$ cat config.mk
export PLATFORM = sky130hd
export DESIGN_NAME = sync_length_frame_receiver_crc16_top_flat
export DESIGN_NICKNAME = d
export VERILOG_FILES = /design/src/rtl/slfr_pkg.sv /design/src/rtl/slfr_ifs.sv /design/src/rtl/sync_length_frame_receiver_crc16_top.sv /design/src/rtl/slfr_ram.sv /design/src/rtl/slfr_front.sv /design/src/rtl/slfr_queue.sv /design/src/rtl/slfr_back.sv /design/src/flat_wrapper.sv
export SDC_FILE = /design/constraint.sdc
export NUM_CORES = 2
export LEC_CHECK = 0
export BUFFER_PORTS_ARGS = -buffer_cell sky130_fd_sc_hd__buf_4
export CAP_MARGIN = 20
export CORE_MARGIN = 2
export CORE_UTILIZATION = 45
export CTS_CLUSTER_DIAMETER = 80
export DETAILED_ROUTE_END_ITERATION = 16
export PLACE_DENSITY_LB_ADDON = 0.05
export SLEW_MARGIN = 20
export SYNTH_ARGS = -nofsm -noshare
export SYNTH_HDL_FRONTEND = slang
export SYNTH_SLANG_ARGS = --single-unit
$ cat constraint.sdc
create_clock -name clk -period 4.1 [get_ports clk]
set_input_delay 0.615 -clock clk [delete_from_list [all_inputs] [get_ports clk]]
set_output_delay 0.615 -clock clk [all_outputs]
set_load 0.005 [all_outputs]
$ cat src/rtl/slfr_pkg.sv
// ----------------------------------------------------------------------------
// slfr_pkg
// shared constants, job types and crc step for the frame receiver
// ----------------------------------------------------------------------------
`default_nettype none

package slfr_pkg;

  localparam int MAX_FRAME_DEF = 64;
  localparam int BYTE_W        = 8;
  localparam int QUEUE_DEPTH   = 2;

  localparam logic [7:0]  SYNC_BYTE     = 8'hFF;
  localparam logic [7:0]  MIN_LEN       = 8'd10;
  localparam logic [15:0] CRC_POLY      = 16'hA001;
  localparam logic [15:0] TIMEOUT_RESET = 16'd500;
  localparam logic [15:0] TICKS_MAX     = 16'hFFFF;
  localparam logic [1:0]  SYNC_NEEDED   = 2'd2;
  localparam logic [1:0]  SYNC_MAX      = 2'd3;

  // result status codes
  localparam logic [2:0] ST_OK      = 3'd0;
  localparam logic [2:0] ST_SUM     = 3'd1;
  localparam logic [2:0] ST_CRC     = 3'd2;
  localparam logic [2:0] ST_LEN     = 3'd3;
  localparam logic [2:0] ST_TIMEOUT = 3'd4;

  // one unit of work for the back end
  typedef struct packed {
    logic [2:0] status;
    logic [7:0] fbyte;
    logic [7:0] len;
    logic       bank;
  } job_t;

  // back end hands a drained frame bank back to the front end
  typedef struct packed {
    logic valid;
    logic bank;
  } release_t;

  // reflected crc-16, one byte, lsb first
  function automatic logic [15:0] crc_byte(input logic [15:0] crc_in, input logic [7:0] b);
    logic [15:0] c;
    c = crc_in ^ {8'h00, b};
    for (int k = 0; k < 8; k++) begin
      c = c[0] ? ((c >> 1) ^ CRC_POLY) : (c >> 1);
    end
    return c;
  endfunction

endpackage

`default_nettype wire

$ cat src/rtl/slfr_ifs.sv
// ----------------------------------------------------------------------------
// slfr channel interfaces
// valid/ready channels for incoming items and result items
// ----------------------------------------------------------------------------
`default_nettype none

interface slfr_in_if;
  logic       valid;
  logic       ready;
  logic       mode;
  logic [7:0] rx_byte;

  modport source (output valid, mode, rx_byte, input ready);
  modport sink (input valid, mode, rx_byte, output ready);
endinterface

interface slfr_out_if;
  logic       valid;
  logic       ready;
  logic [7:0] frame_byte;
  logic [5:0] byte_index;
  logic       last;
  logic [2:0] status;

  modport source (output valid, frame_byte, byte_index, last, status, input ready);
  modport sink (input valid, frame_byte, byte_index, last, status, output ready);
endinterface

`default_nettype wire

$ cat src/rtl/sync_length_frame_receiver_crc16_top.sv
// ----------------------------------------------------------------------------
// sync_length_frame_receiver_crc16_top
// length-prefixed serial frame receiver with 8-bit sum and crc-16 check
// ----------------------------------------------------------------------------
// Each input item is either a received byte (mode 0) or a time tick (mode 1).
// The front end takes one item per clock whenever it is ready: it hunts for
// two or more 0xFF bytes and a length byte L (10 to MAX_FRAME-3), writes the
// L+3 frame bytes into a frame bank, keeps the sum and crc-16/arc on the fly
// and checks them against the trailing bytes, and watches for a timeout from
// the start of the frame. Every outcome that produces results becomes a job
// in a two-entry queue. The back end turns a status job into one result item
// (last set) and drains a good frame as L result items, index 0 being the
// length byte, one at a time: in S_READ it loads the result register from the
// registered ram read while the read address moves on, and in S_WAIT it waits
// until the item is handed over. The store holds two frame banks, so the
// next frame fills while the previous one drains; the front end stalls only
// when both banks still wait to be drained or the queue is full. The store
// needs no clearing pass after reset. timeout_ticks resets to 500 and is
// written through cfg_wr_en and cfg_wr_data; the user must write it only
// while the block is idle, the block itself does not enforce this.
// ----------------------------------------------------------------------------
`default_nettype none

module sync_length_frame_receiver_crc16_top
  import slfr_pkg::*;
#(
  parameter int MAX_FRAME = MAX_FRAME_DEF
) (
  input  logic        clk,
  input  logic        rst,
  input  logic        cfg_wr_en,
  input  logic [15:0] cfg_wr_data,
  slfr_in_if.sink     items,
  slfr_out_if.source  results
);

  // one bank is MAX_FRAME rounded up to a power of two, two banks in the store
  localparam int PW = $clog2(MAX_FRAME);
  localparam int AW = PW + 1;

  // front end to queue
  logic q_push;
  job_t q_push_job;
  logic q_full;

  // queue to back end
  logic q_pop;
  logic q_empty;
  job_t q_head;

  // store ports
  logic          ram_we;
  logic [AW-1:0] ram_waddr;
  logic [7:0]    ram_wdata;
  logic [AW-1:0] ram_raddr;
  logic [7:0]    ram_rdata;

  // bank hand-back from back end to front end
  release_t rel;

  slfr_front #(
    .MAX_FRAME (MAX_FRAME)
  ) u_front (
    .clk         (clk),
    .rst         (rst),
    .cfg_wr_en   (cfg_wr_en),
    .cfg_wr_data (cfg_wr_data),
    .items       (items),
    .q_full      (q_full),
    .q_push      (q_push),
    .q_job       (q_push_job),
    .ram_we      (ram_we),
    .ram_waddr   (ram_waddr),
    .ram_wdata   (ram_wdata),
    .rel         (rel)
  );

  // job queue, lets the front keep taking bytes while results back up
  slfr_queue u_queue (
    .clk      (clk),
    .rst      (rst),
    .push     (q_push),
    .push_job (q_push_job),
    .full     (q_full),
    .pop      (q_pop),
    .empty    (q_empty),
    .head     (q_head)
  );

  // frame store, two banks
  slfr_ram #(
    .WIDTH (BYTE_W),
    .DEPTH (2 ** AW)
  ) u_store (
    .clk   (clk),
    .we    (ram_we),
    .waddr (ram_waddr),
    .wdata (ram_wdata),
    .raddr (ram_raddr),
    .rdata (ram_rdata)
  );

  slfr_back #(
    .MAX_FRAME (MAX_FRAME)
  ) u_back (
    .clk       (clk),
    .rst       (rst),
    .q_empty   (q_empty),
    .q_head    (q_head),
    .q_pop     (q_pop),
    .ram_raddr (ram_raddr),
    .ram_rdata (ram_rdata),
    .rel       (rel),
    .results   (results)
  );

endmodule

`default_nettype wire

$ cat src/rtl/slfr_ram.sv
// ----------------------------------------------------------------------------
// slfr_ram
// simple dual port ram, one write port, one registered read port
// ----------------------------------------------------------------------------
`default_nettype none

module slfr_ram
  import slfr_pkg::*;
#(
  parameter int WIDTH = BYTE_W,
  parameter int DEPTH = 2 * MAX_FRAME_DEF,
  localparam int AW = $clog2(DEPTH)
) (
  input  logic             clk,
  input  logic             we,
  input  logic [AW-1:0]    waddr,
  input  logic [WIDTH-1:0] wdata,
  input  logic [AW-1:0]    raddr,
  output logic [WIDTH-1:0] rdata
);

  logic [WIDTH-1:0] mem [DEPTH];

  always_ff @(posedge clk) begin
    if (we) begin
      mem[waddr] <= wdata;
    end
    rdata <= mem[raddr];
  end

endmodule

`default_nettype wire

$ cat src/rtl/slfr_front.sv
// ----------------------------------------------------------------------------
// slfr_front
// header hunt, frame fill, sum and crc check, job generation
// ----------------------------------------------------------------------------
`default_nettype none

module slfr_front
  import slfr_pkg::*;
#(
  parameter int MAX_FRAME = MAX_FRAME_DEF,
  localparam int PW = $clog2(MAX_FRAME),
  localparam int AW = PW + 1
) (
  input  logic          clk,
  input  logic          rst,
  input  logic          cfg_wr_en,
  input  logic [15:0]   cfg_wr_data,
  slfr_in_if.sink       items,
  input  logic          q_full,
  output logic          q_push,
  output job_t          q_job,
  output logic          ram_we,
  output logic [AW-1:0] ram_waddr,
  output logic [7:0]    ram_wdata,
  input  release_t      rel
);

  localparam logic [7:0] LEN_MAX = 8'(MAX_FRAME - 3);

  logic [15:0]   timeout_ticks;
  logic [1:0]    sync_count, sync_count_next;
  logic          in_frame, in_frame_next;
  logic [7:0]    len, len_next;
  logic [PW-1:0] pos, pos_next;
  logic [7:0]    running_sum, running_sum_next;
  logic [15:0]   running_crc, running_crc_next;
  logic [15:0]   elapsed, elapsed_next;
  logic          sum_ok, sum_ok_next;
  logic          crc_hi_ok, crc_hi_ok_next;
  logic          bank, bank_next;
  logic [1:0]    busy, busy_next;
  logic          accept;

  assign items.ready = !q_full && !busy[bank];
  assign accept      = items.valid && items.ready;
  assign ram_wdata   = items.rx_byte;

  always_comb begin
    logic [15:0] elapsed_inc;
    logic [8:0]  pos_e;
    logic [8:0]  len_e;
    logic        hunt;
    logic        crc_ok;

    elapsed_inc = (elapsed != TICKS_MAX) ? elapsed + 16'd1 : elapsed;
    pos_e       = 9'(pos);
    len_e       = {1'b0, len};
    hunt        = 1'b0;
    crc_ok      = 1'b0;

    sync_count_next  = sync_count;
    in_frame_next    = in_frame;
    len_next         = len;
    pos_next         = pos;
    running_sum_next = running_sum;
    running_crc_next = running_crc;
    elapsed_next     = elapsed;
    sum_ok_next      = sum_ok;
    crc_hi_ok_next   = crc_hi_ok;
    bank_next        = bank;
    busy_next        = busy;
    q_push           = 1'b0;
    q_job            = '{status: ST_OK, fbyte: 8'h00, len: len, bank: bank};
    ram_we           = 1'b0;
    ram_waddr        = {bank, pos};

    if (rel.valid) begin
      busy_next[rel.bank] = 1'b0;
    end

    if (accept) begin
      if (items.mode) begin
        // tick: only counts while a frame is open
        if (in_frame) begin
          elapsed_next = elapsed_inc;
          if (elapsed_inc > timeout_ticks) begin
            q_push       = 1'b1;
            q_job.status = ST_TIMEOUT;
            hunt         = 1'b1;
          end
        end
      end else if (!in_frame) begin
        if (items.rx_byte == SYNC_BYTE) begin
          sync_count_next = (sync_count == SYNC_MAX) ? sync_count : sync_count + 2'd1;
        end else if (sync_count >= SYNC_NEEDED) begin
          sync_count_next = 2'd0;
          if (items.rx_byte >= MIN_LEN && items.rx_byte <= LEN_MAX) begin
            in_frame_next    = 1'b1;
            len_next         = items.rx_byte;
            running_sum_next = items.rx_byte;
            running_crc_next = crc_byte(16'h0000, items.rx_byte);
            pos_next         = PW'(1);
            elapsed_next     = 16'd0;
            ram_we           = 1'b1;
            ram_waddr        = {bank, PW'(0)};
          end else begin
            q_push       = 1'b1;
            q_job.status = ST_LEN;
            q_job.fbyte  = items.rx_byte;
          end
        end else begin
          sync_count_next = 2'd0;
        end
      end else begin
        ram_we   = 1'b1;
        pos_next = pos + PW'(1);
        if (pos_e < len_e) begin
          running_sum_next = running_sum + items.rx_byte;
          running_crc_next = crc_byte(running_crc, items.rx_byte);
        end
        if (pos_e == len_e) begin
          sum_ok_next = (running_sum == items.rx_byte);
        end
        if (pos_e == len_e + 9'd1) begin
          crc_hi_ok_next = (running_crc[15:8] == items.rx_byte);
        end
        if (pos_e == len_e + 9'd2) begin
          crc_ok = crc_hi_ok && (running_crc[7:0] == items.rx_byte);
          q_push = 1'b1;
          hunt   = 1'b1;
          if (!sum_ok) begin
            q_job.status = ST_SUM;
          end else if (!crc_ok) begin
            q_job.status = ST_CRC;
          end else begin
            // frame bytes stay in this bank until the back end drains them
            q_job.status    = ST_OK;
            busy_next[bank] = 1'b1;
            bank_next       = !bank;
          end
        end
      end
    end

    if (hunt) begin
      in_frame_next    = 1'b0;
      pos_next         = '0;
      running_sum_next = 8'h00;
      running_crc_next = 16'h0000;
      elapsed_next     = 16'd0;
      sync_count_next  = 2'd0;
    end
  end

  always_ff @(posedge clk) begin
    if (rst) begin
      timeout_ticks <= TIMEOUT_RESET;
      sync_count    <= 2'd0;
      in_frame      <= 1'b0;
      len           <= 8'h00;
      pos           <= '0;
      running_sum   <= 8'h00;
      running_crc   <= 16'h0000;
      elapsed       <= 16'd0;
      sum_ok        <= 1'b0;
      crc_hi_ok     <= 1'b0;
      bank          <= 1'b0;
      busy          <= 2'b00;
    end else begin
      if (cfg_wr_en) begin
        timeout_ticks <= cfg_wr_data;
      end
      sync_count  <= sync_count_next;
      in_frame    <= in_frame_next;
      len         <= len_next;
      pos         <= pos_next;
      running_sum <= running_sum_next;
      running_crc <= running_crc_next;
      elapsed     <= elapsed_next;
      sum_ok      <= sum_ok_next;
      crc_hi_ok   <= crc_hi_ok_next;
      bank        <= bank_next;
      busy        <= busy_next;
    end
  end

endmodule

`default_nettype wire

$ cat src/rtl/slfr_queue.sv
// ----------------------------------------------------------------------------
// slfr_queue
// short job fifo between front end and back end
// ----------------------------------------------------------------------------
`default_nettype none

module slfr_queue
  import slfr_pkg::*;
(
  input  logic clk,
  input  logic rst,
  input  logic push,
  input  job_t push_job,
  output logic full,
  input  logic pop,
  output logic empty,
  output job_t head
);

  localparam int PTR_W = (QUEUE_DEPTH > 1) ? $clog2(QUEUE_DEPTH) : 1;
  localparam int CNT_W = $clog2(QUEUE_DEPTH + 1);
  localparam logic [PTR_W-1:0] PTR_LAST = PTR_W'(QUEUE_DEPTH - 1);

  job_t             slots [QUEUE_DEPTH];
  logic [PTR_W-1:0] wr_ptr;
  logic [PTR_W-1:0] rd_ptr;
  logic [CNT_W-1:0] count;
  logic             do_push;
  logic             do_pop;

  assign full    = (count == CNT_W'(QUEUE_DEPTH));
  assign empty   = (count == '0);
  assign do_push = push && !full;
  assign do_pop  = pop && !empty;
  assign head    = slots[rd_ptr];

  always_ff @(posedge clk) begin
    if (do_push) begin
      slots[wr_ptr] <= push_job;
    end
  end

  always_ff @(posedge clk) begin
    if (rst) begin
      wr_ptr <= '0;
      rd_ptr <= '0;
      count  <= '0;
    end else begin
      if (do_push) begin
        wr_ptr <= (wr_ptr == PTR_LAST) ? '0 : wr_ptr + PTR_W'(1);
      end
      if (do_pop) begin
        rd_ptr <= (rd_ptr == PTR_LAST) ? '0 : rd_ptr + PTR_W'(1);
      end
      case ({do_push, do_pop})
        2'b10:   count <= count + CNT_W'(1);
        2'b01:   count <= count - CNT_W'(1);
        default: count <= count;
      endcase
    end
  end

endmodule

`default_nettype wire

$ cat src/rtl/slfr_back.sv
// ----------------------------------------------------------------------------
// slfr_back
// takes jobs, drains good frames from the store, drives the result register
// ----------------------------------------------------------------------------
`default_nettype none

module slfr_back
  import slfr_pkg::*;
#(
  parameter int MAX_FRAME = MAX_FRAME_DEF,
  localparam int PW = $clog2(MAX_FRAME),
  localparam int AW = PW + 1
) (
  input  logic          clk,
  input  logic          rst,
  input  logic          q_empty,
  input  job_t          q_head,
  output logic          q_pop,
  output logic [AW-1:0] ram_raddr,
  input  logic [7:0]    ram_rdata,
  output release_t      rel,
  slfr_out_if.source    results
);

  localparam logic [1:0] S_IDLE = 2'd0;
  localparam logic [1:0] S_READ = 2'd1;
  localparam logic [1:0] S_WAIT = 2'd2;

  logic [1:0] state, state_next;
  logic [7:0] idx, idx_next;
  logic [7:0] cur_len;
  logic       cur_bank;
  logic       out_valid;
  logic [7:0] out_byte;
  logic [5:0] out_index;
  logic       out_last;
  logic [2:0] out_status;
  logic       slot_free;
  logic       load_status;
  logic       load_data;
  logic       take_frame;
  logic       is_last;

  assign slot_free = !out_valid || results.ready;
  assign is_last   = (idx + 8'd1 == cur_len);

  assign results.valid      = out_valid;
  assign results.frame_byte = out_byte;
  assign results.byte_index = out_index;
  assign results.last       = out_last;
  assign results.status     = out_status;

  always_comb begin
    state_next  = state;
    idx_next    = idx;
    q_pop       = 1'b0;
    rel         = '{valid: 1'b0, bank: cur_bank};
    ram_raddr   = {cur_bank, idx[PW-1:0]};
    load_status = 1'b0;
    load_data   = 1'b0;
    take_frame  = 1'b0;
    case (state)
      S_IDLE: begin
        if (!q_empty && slot_free) begin
          q_pop = 1'b1;
          if (q_head.status != ST_OK) begin
            load_status = 1'b1;
          end else begin
            take_frame = 1'b1;
            ram_raddr  = {q_head.bank, PW'(0)};
            idx_next   = 8'd0;
            state_next = S_READ;
          end
        end
      end
      S_READ: begin
        // read data is here and the result register is known to be empty
        load_data = 1'b1;
        if (is_last) begin
          rel.valid  = 1'b1;
          state_next = S_IDLE;
        end else begin
          idx_next   = idx + 8'd1;
          state_next = S_WAIT;
        end
      end
      S_WAIT: begin
        if (slot_free) begin
          state_next = S_READ;
        end
      end
      default: state_next = S_IDLE;
    endcase
  end

  always_ff @(posedge clk) begin
    if (rst) begin
      state     <= S_IDLE;
      idx       <= 8'd0;
      out_valid <= 1'b0;
    end else begin
      state <= state_next;
      idx   <= idx_next;
      if (load_status || load_data) begin
        out_valid <= 1'b1;
      end else if (results.ready) begin
        out_valid <= 1'b0;
      end
    end
  end

  always_ff @(posedge clk) begin
    if (take_frame) begin
      cur_len  <= q_head.len;
      cur_bank <= q_head.bank;
    end
    if (load_status) begin
      out_byte   <= q_head.fbyte;
      out_index  <= 6'd0;
      out_last   <= 1'b1;
      out_status <= q_head.status;
    end else if (load_data) begin
      out_byte   <= ram_rdata;
      out_index  <= idx[5:0];
      out_last   <= is_last;
      out_status <= ST_OK;
    end
  end

endmodule

`default_nettype wire

$ cat src/flat_wrapper.sv
// flat-port wrapper written by rule: the top's interface ports become plain ports
module sync_length_frame_receiver_crc16_top_flat import slfr_pkg::*;
#(
  parameter int MAX_FRAME = MAX_FRAME_DEF
)
  (clk, rst, cfg_wr_en, cfg_wr_data, items_valid, items_mode, items_rx_byte, items_ready, results_valid, results_frame_byte, results_byte_index, results_last, results_status, results_ready);
  slfr_in_if items_i ();
  slfr_out_if results_i ();
  input  logic clk;
  input  logic rst;
  input  logic cfg_wr_en;
  input  logic [15:0] cfg_wr_data;
  input wire logic [$bits(items_i.valid)-1:0] items_valid;
  input wire logic [$bits(items_i.mode)-1:0] items_mode;
  input wire logic [$bits(items_i.rx_byte)-1:0] items_rx_byte;
  output wire logic [$bits(items_i.ready)-1:0] items_ready;
  output wire logic [$bits(results_i.valid)-1:0] results_valid;
  output wire logic [$bits(results_i.frame_byte)-1:0] results_frame_byte;
  output wire logic [$bits(results_i.byte_index)-1:0] results_byte_index;
  output wire logic [$bits(results_i.last)-1:0] results_last;
  output wire logic [$bits(results_i.status)-1:0] results_status;
  input wire logic [$bits(results_i.ready)-1:0] results_ready;
  assign items_i.valid = items_valid;
  assign items_i.mode = items_mode;
  assign items_i.rx_byte = items_rx_byte;
  assign items_ready = items_i.ready;
  assign results_valid = results_i.valid;
  assign results_frame_byte = results_i.frame_byte;
  assign results_byte_index = results_i.byte_index;
  assign results_last = results_i.last;
  assign results_status = results_i.status;
  assign results_i.ready = results_ready;
  sync_length_frame_receiver_crc16_top #(.MAX_FRAME(MAX_FRAME)) u_core (.clk(clk), .rst(rst), .cfg_wr_en(cfg_wr_en), .cfg_wr_data(cfg_wr_data), .items(items_i), .results(results_i));
endmodule
==> results_dict.tcl <==
set metrics [dict create \
    status "completed" \
    grt_pass1_vias 31660 \
    start_util 0.4530 \
    tns_ns 0 \
    wl_met3_um 10030 \
    grt_max_degree 136 \
    yosysWarnings 0 \
    drv_slew 0 \
    place_area_mm2 0.05341 \
    clk_pin_slew_ns 0.06 \
    h-tree-depth 4 \
    gp_congestion 0.8782 \
    syn_nets 3693 \
    rsz0062_at_grt "false" \
    core_mm2 0.1104 \
    drtIter0Drc 3314 \
    mostFrequentLayoutCell "edfxtp_1" \
    drc 0 \
    synthDistinctLibCells 85 \
    cts_tree "done" \
    seq_area_frac_synth 0.6947 \
    drt_pre_antenna_iters 6 \
    cap_viol_max_count 0 \
    root_buffer "clkbuf_16" \
    port_buffers 49 \
    grt_pass1_wl_um 216100 \
    io_pins 50 \
    placementRows 122 \
    wl_met1_um 64790 \
    insertion_delay_ns 0.76 \
    drive_above_1_share 0.1549 \
    cp-start-kind "flop" \
    routed-wl-met2_um 69130 \
    cts-buffers-inserted 133 \
    postRouteAntennaNets 0 \
    dieHeight_um 337.3 \
    hpwl_um 95390 \
    fmax_mhz 253.7 \
    cp.arrival_ns 4.55 \
    synth_flop_cell "edfxtp_1" \
    worstHoldStart "cfg_wr_data[5]" \
    routed_via_density 5.893 \
    fp.dieW_um 337.3 \
    clk_path_buf_depth 3 \
    die-area_mm2 0.1138 \
    vias 31870 \
    area_growth_pct 15.83 \
    worstHoldPathType "primary input to flop" \
    ir_worst_vdd_mv 0.4229 \
    avgSynthCellArea_um2 13.84 \
    avgRoutedWirePerCell_um 27.39 \
    syn-cell-area_mm2 0.04999 \
    finalCoreUtilization 0.5247 \
    finalCritPeriodShare 0.9615 \
    hold_violations 0 \
    crit_chain "nor4b_2 > o2111ai_4 > buf_12 > and2_1 > nand2b_1 > buf_4 > a211oi_1 > or4_1 > o211ai_1 > nand3b_1" \
    synth_edf_count 1084 \
    cp_slowest_cell "or4_1" \
    fin_crit_ns 3.942 \
    required_ns 4.70 \
    clock-sinks 1193 \
    postSynthCellCount 3611 \
    nets 3892 \
    fin_area_mm2 0.05791 \
    power.density_mw_per_mm2 471.4 \
    topRoutingLayerUsed "met4" \
    overflow 0 \
    grtUsageTotal 0.2611 \
    p_leak_nw 18.95 \
    path_buf_inv 2 \
    final_cell_mix "edfxtp_1 (1,084), nand2_1 (299), nor2_1 (279)" \
    async_flop_share 0 \
    ys_seq_elements 1193 \
    cpLargestDelayFamily "simple AND/OR/NAND/NOR gates" \
    setup_viol 0 \
    slew_headroom 0.2747 \
    crit_type "flop to flop" \
    path_max_fanout 63 \
    antenna_found_initial 7 \
    routed_wl_um 148100 \
    finClkSkew_ns 0.04224 \
    power_mw 27.30 \
    slowest_delay_ns 0.57 \
    tightest_slew_ns 1.088 \
    end_kind "flop" \
]
-- final timing paths --
path | end | slack (ns) | cells after the start
worst min-delay path | u_core.u_front.timeout_ticks[5] | 0.08 | 3
worst max register to register | u_core.u_store.rdata[1] | 0.16 | 10
worst min register to register | u_core.u_back.results.byte_index[1] | 0.47 | 2
worst max-delay path | u_core.u_store.rdata[1] | 0.16 | 10
-- kinds of logic after synthesis --
kind of cell / after synthesis / share of synthesized area
XOR/XNOR: 89 / 0.01614
multiplexers: 291 / 0.06199
AND/OR/NAND/NOR: 946 / 0.08767
flip-flops: 1193 / 0.6947
adder cells (fa/ha/maj): 52 / 0.01316
AO/OA/AOI/OAI: 754 / 0.1026
buffers and inverters: 286 / 0.02370
-- final cells by class --
class	count	area [um^2]
fillers	9218	52460
clock buffers	169	3640
well taps	1488	1862
diodes	2	5.005
inverters	56	210.2
multi-input cells	2132	14190
flip-flops and latches	1193	34750
clock inverters	74	822.0
repair buffers	294	2436
-- stage by stage --
step | hold WS [ns] | cells | setup slack (ns)
2_1_floorplan | 0.4237 | 3611 | -0.1919
3_3_place_gp | 0.4525 | 5161 | -0.6718
5_1_grt | 0.06406 | 5408 | 0.003855
3_5_place_dp | 0.4622 | 5162 | 0.01708
4_1_cts | 0.03251 | 5405 | 0.07313
6_report | 0.08104 | 5408 | 0.1578
-- flip-flops by register name (all words and copies together) (netlist names), 2 cells and up, named ones only --
register	cells
u_core.u_back.cur_len	8
u_core.u_back.idx	8
u_core.u_back.results.byte_index	6
u_core.u_back.results.frame_byte	8
u_core.u_back.results.status	3
u_core.u_back.state	2
u_core.u_front.busy	2
u_core.u_front.elapsed	16
u_core.u_front.len	8
u_core.u_front.pos	6
u_core.u_front.running_crc	16
u_core.u_front.running_sum	8
u_core.u_front.sync_count	2
u_core.u_front.timeout_ticks	16
u_core.u_queue.count	2
u_core.u_queue.slots	40
u_core.u_store.mem	1024
u_core.u_store.rdata	8
-- worst min-delay path, cell delays in order --
cell      delay, ns
buf_4          0.08
nand2_1        0.04
o211ai_1       0.06
-- where the power goes --
group	switching [mW]	total, mW	internal (mW)
logic	1.12	1.68	0.557
registers	0.0887	13.5	13.4
clock network	4.84	12.2	7.31
-- metal layers --
metal  track usage  vias up
met2        0.4124     1210
li1              -    14280
met5             0        -
met1        0.3711    16170
met3       0.04164      217
met4       0.08226        0
-- repair_timing --
| item | CTS | global route |
|---|---|---|
| pin swaps | 0 | 1 |
| resized for setup | 1 | 8 |
| endpoints found under the setup margin | 1 | 92 |
| hold buffers | 0 | 0 |
| buffers inserted | 0 | 1 |
| endpoints found under the hold margin | 0 | 0 |
-- synthesized netlist by cell type (all sizes together), types with 17 or more instances --
cell type	number	area (um^2)
a211o	17	148.9
a211oi	65	488.0
a21oi	197	986.0
a22oi	18	135.1
a31oi	52	325.3
and3	29	181.4
buf	114	539.3
clkbuf	116	435.4
dfxtp	109	2182
edfxtp	1084	32550
ha	51	638.1
inv	53	198.9
mux2	59	664.4
mux2i	223	2232
nand2	302	1134
nand2b	22	137.6
nand3	76	380.4
nand4	31	193.9
nor2	283	1070
nor2b	81	506.7
nor3	45	230.2
o211ai	43	322.8
o21ai	82	414.1
o221ai	62	543.0
o22ai	67	419.2
xnor2	57	499.2
xor2	30	262.8
(Power assumes the default switching activity.)
